## config.mk

```make
export PLATFORM = sky130hd
export DESIGN_NAME = tplc_ram
export DESIGN_NICKNAME = d
export VERILOG_FILES = /design/src/rtl/tplc_ram.sv
export SDC_FILE = /design/constraint.sdc
export NUM_CORES = 1
export LEC_CHECK = 0
export BUFFER_PORTS_ARGS = -buffer_cell sky130_fd_sc_hd__buf_2
export CAP_MARGIN = 25
export CORE_AREA = 2 2 138 140
export DETAILED_ROUTE_END_ITERATION = 16
export DIE_AREA = 0 0 140 142
export HOLD_SLACK_MARGIN = 0.05
export PLACE_DENSITY = 0.78
export SLEW_MARGIN = 0
export SYNTH_ARGS = -nofsm -noshare
export SYNTH_HDL_FRONTEND = slang
export SYNTH_SLANG_ARGS = --single-unit
```

## constraint.sdc

```tcl
create_clock -name clock -period 3.6 [get_ports clock]
set_clock_uncertainty 0.15 [all_clocks]
set_input_delay 0.18 -clock clock [delete_from_list [all_inputs] [get_ports clock]]
set_output_delay 0.18 -clock clock [all_outputs]
set_load 0.01 [all_outputs]
```

## src/rtl/tplc_ram.sv

```systemverilog
// Generic single-write, single-read RAM with a registered read port.
`default_nettype none

module tplc_ram #(
   parameter int WIDTH = 32,
   parameter int DEPTH = 8
) (
   input  wire logic                                      clock,
   input  wire logic                                      wr_en,
   input  wire logic [$clog2(DEPTH > 1 ? DEPTH : 2)-1:0] wr_addr,
   input  wire logic [WIDTH-1:0]                          wr_data,
   input  wire logic                                      rd_en,
   input  wire logic [$clog2(DEPTH > 1 ? DEPTH : 2)-1:0] rd_addr,
   output logic      [WIDTH-1:0]                          rd_data
);

   logic [WIDTH-1:0] mem_ff [DEPTH];
   logic [WIDTH-1:0] rd_data_ff;

   // Write port and registered read port.
   always_ff @(posedge clock) begin
      if (wr_en) begin
         mem_ff[wr_addr] <= wr_data;
      end
      if (rd_en) begin
         rd_data_ff <= mem_ff[rd_addr];
      end
   end

   assign rd_data = rd_data_ff;

endmodule

`default_nettype wire
```

# Word-level counts from Yosys, hierarchy flattened
# Memory sizes are Yosys's and may differ from the RTL's. A register that Yosys moved wholly into a read port is not among the register bits.
# Cells that the tools add are included.
[op_classes] n_mux=2
[ops] cell="2-to-1 mux 1 bit" n=2
[word_totals] ff_bits=0 ram_bits=256 input_bits=41 out_inout_bits=32 elab_cells=3 n_memories=1
[memory_table] name="mem_ff" depth=8 width=32 rd=1 rd_clocked_by_memory_dff=1 wr=1 line="17" rtl="logic [WIDTH-1:0] mem_ff [DEPTH];"

# Depth between registers and ports, before layout
[logic_depth] depth_word=2 ltp_mapped=4 ltp_nobuf=2

# Worst setup path after synthesis
# Ideal clock, no wire load.
[synth_timing] path_type="in2reg" start="input wr_addr[2] (netlist name)" end="memory mem_ff[0][0], enable pin" setup_ns=0.461 t_arrival_ns=2.566 t_required_ns=2.989 setup_slack_ns=0.423 stages=2 path_buffers=0 path_cell_list="nand2b_1 > nor3_1"
[synth_lines] element="from (decl)" line="10" rtl="input wire logic [$clog2(DEPTH > 1 ? DEPTH : 2)-1:0] wr_addr,"
[synth_lines] element="to (decl)" line="17"
# Straight into the memory's write port.

==> impl_metrics.csv <==
group,metric,value,unit
logic_synthesis,avgSynthCellArea,26.0,sq um
global_routing,grt_max_degree,37,
global_routing,antenna_found_initial,1,
clock_tree,cts_buffers,27,
setup_path,setup.worst_path.end_class,"register",
logic_synthesis,async_flop_share,0,%
cells_and_area,postLayoutCoreUtil,68.3,%
setup_path,crit_required,3.72,ns
floorplanning,die-width,140,um
cells_and_area,multi_input_area,2070,sq um
pwr,leakagePower,4.25,nW
cells_and_area,areaGrowthSynthToFinish,16.8,%
timing,period_needed,1.76,ns
timing,finalSetupTns,0,ns
detailed_routing,routed_via_density,6.07,
cells_and_area,drive_gt1_share,33.0,%
timing,tightest_slew,1.03,ns
detailed_routing,wirelength,19900,um
pwr,combPwrFrac,5.5,%
worst_hold_path,min_path_type,"in -> reg",
clock_tree,clk_latency,0.52,ns
clock_tree,cts_buffer_depth,3,
detailed_routing,ant_nets,0,
pwr,intPower,5.47,mW
floorplanning,initial_core_util,58.4,%
pwr,clkPwrFrac,37.8,%
detailed_routing,dr.pass1.iters,10,
floorplanning,fp.dieH,142,um
clock_tree,cts.sink_count,288,
timing,clock.fmax,0.567,GHz
global_routing,grt-ovfl-total,0,
timing,report.final.setup_viol,0,
logic_synthesis,yosysWarningCount,0,
outcome,outcome,"finished, violations left",
place,port_buffers,72,
clock_tree,root_buffer,"clkbuf_16",
clock_tree,htreeDepth,1,
logic_synthesis,synth_area_leaders,"edfxtp_1 80%, mux4_1 9.7%, mux4_2 5.0%",
floorplanning,ios,73,
logic_synthesis,synth_edf_count,288,
place,place_congestion,0.676,
detailed_routing,drc,5,
cells_and_area,fillers,1083,
timing,relSlewSlack,31.4,%
outcome,violations,"design-rule violations",
pwr,p_per_area,541,nW/um^2
floorplanning,rows,50,
pwr,seqPwrFrac,56.7,%
setup_path,arrival,1.88,ns
timing,fin_crit_sh,49.0,%
timing,grt_setup_unrepaired,"no",
logic_synthesis,syn_area,10800,sq um
pwr,power.switching,1.35,mW
logic_synthesis,yosysSeqAreaShare,80.2,%
run,cap_violations,0,
logic_synthesis,synth_fp_nets,456,
global_routing,grt_pass1_vias,5151,
setup_path,crit_type,"in -> reg",
logic_synthesis,synthesis.instances,415,
cells_and_area,seq_area,8650,sq um
floorplanning,core,18500,sq um
detailed_routing,wire_per_inst,24.9,um
clock_tree,cts_resized,0,
global_routing,grt_pass1_wl,30300,um
logic_synthesis,synth_flop_cell,"edfxtp_1",
setup_path,startpoint_type,"primary input",
logic_synthesis,ys_types,12,
detailed_routing,initialDrtViolationCount,465,
logic_synthesis,synthTopCellsByCount,"288 x edfxtp_1, 40 x mux4_1, 32 x mux2_2, 24 x mux4_2, 7 x buf_6",
logic_synthesis,yosysTopAreaCell,"edfxtp_1",
logic_synthesis,synth-seq-cells,288,
logic_synthesis,synthMostInstantiatedCell,"edfxtp_1",
cells_and_area,finalNetCount,583,
timing,hold_viol,0,
detailed_routing,vias,4842,
timing,report.final.slew_viol_count,0,
pwr,vdd_drop_max,0.341,mV
setup_path,critPathMaxFanout,36,
floorplanning,die-area,19900,sq um
clock_tree,cts_tree,"done",
logic_synthesis,yosysTopAreaCellShare,80.2,%
global_routing,track_usage,20.8,%
place,place_hpwl,10100,um
clock_tree,cts.clk_slew.worst_paths,0.06,ns
pwr,swShare,19.8,%
pwr,finalPower,6.82,mW
kinds of logic (layout without fill, tap and decap cells):
kind of cell | count (synthesis) | in the layout | synth area share [%]
flip-flops | 288 | 288 | 80.2
AND/OR/NAND/NOR | 13 | 13 | 0.545
multiplexers | 96 | 96 | 18.1
other | 0 | 1 | 0
buffers and inverters | 18 | 166 | 1.18
flip-flops by register name (all words and copies together), names as in the netlist:
| register | count |
|---|---|
| mem_ff | 256 |
| rd_data | 32 |
layout by cell type, fill, tap and decap left out:
| master | Yosys | routed |
|---|---|---|
| dlygate4sd3_1 | 0 | 32 |
| mux4_1 | 40 | 40 |
| buf_4 | 0 | 12 |
| nand2b_1 | 3 | 3 |
| inv_6 | 0 | 1 |
| nor3_2 | 0 | 2 |
| edfxtp_1 | 288 | 288 |
| clkinv_2 | 0 | 9 |
| buf_12 | 0 | 1 |
| mux2_2 | 32 | 32 |
| buf_2 | 6 | 71 |
| clkinv_1 | 0 | 5 |
| clkbuf_16 | 0 | 27 |
| mux4_2 | 24 | 24 |
| nand2_1 | 2 | 2 |
| nor2_4 | 0 | 6 |
| diode_2 | 0 | 1 |
| clkbuf_1 | 1 | 7 |
| bufinv_16 | 0 | 1 |
metal layers:
metal  part of all wire [%]  global-route usage, %  vias up
met3                    6.0                   2.62       33
met4                    1.8                   6.65        0
met5                      0                      0        -
li1                       -                      -     2081
met2                     53                   37.0      199
met1                     39                   27.5     2529
what timing repair did:
action	CTS	global route
setup buffers	0	0
hold buffers	32	0
hold endpoints to repair	256	0
power groups by stage:
stage	logic (mW)	registers (mW)	clock network, mW
5_1_grt	0.405	3.88	2.75
4_1_cts	0.382	3.87	2.63
3_5_place_dp	0.351	3.94	0
6_report	0.376	3.87	2.57
2_1_floorplan	0.192	3.94	0
3_3_place_gp	0.336	3.93	0
stage by stage:
stage                     worst slack (ns)  hold slack [ns]  instance area, sq um  std cells
after detailed placement              1.29            0.306                 11500        715
after floorplan                      0.423            0.129                 10800        415
after global placement                1.34            0.283                 11500        715
after CTS                             1.80            0.133                 12600        797
final                                 1.84            0.145                 12600        798
after global routing                  1.76            0.162                 12600        798
worst max-delay path: stages:
cell    delay, ns
buf_4        0.45
buf_12       0.34
mux4_1       0.60
mux2_2       0.29
path summary, 6_finish.rpt:
check / startpoint / to / slack (ns) / depth (start not counted)
max: rd_addr[0] / rd_data[7] / 1.84 / 4
min: wr_addr[0] / mem_ff[7][28] / 0.14 / 3
max reg2reg: mem_ff[3][7] / rd_data[7] / 1.98 / 2
min reg2reg: mem_ff[0][20] / rd_data[20] / 0.60 / 2
layout make-up:
class / instances / share of cell area (%)
Tap cell: 234 / 2.32
Timing Repair Buffer: 116 / 6.24
Sequential cell: 288 / 68.6
Multi-Input combinational cell: 109 / 16.4
Clock inverter: 16 / 0.814
Clock buffer: 34 / 5.57
Antenna cell: 1 / 0.0199
No activity file was read; power rests on OpenSTA's default activity.
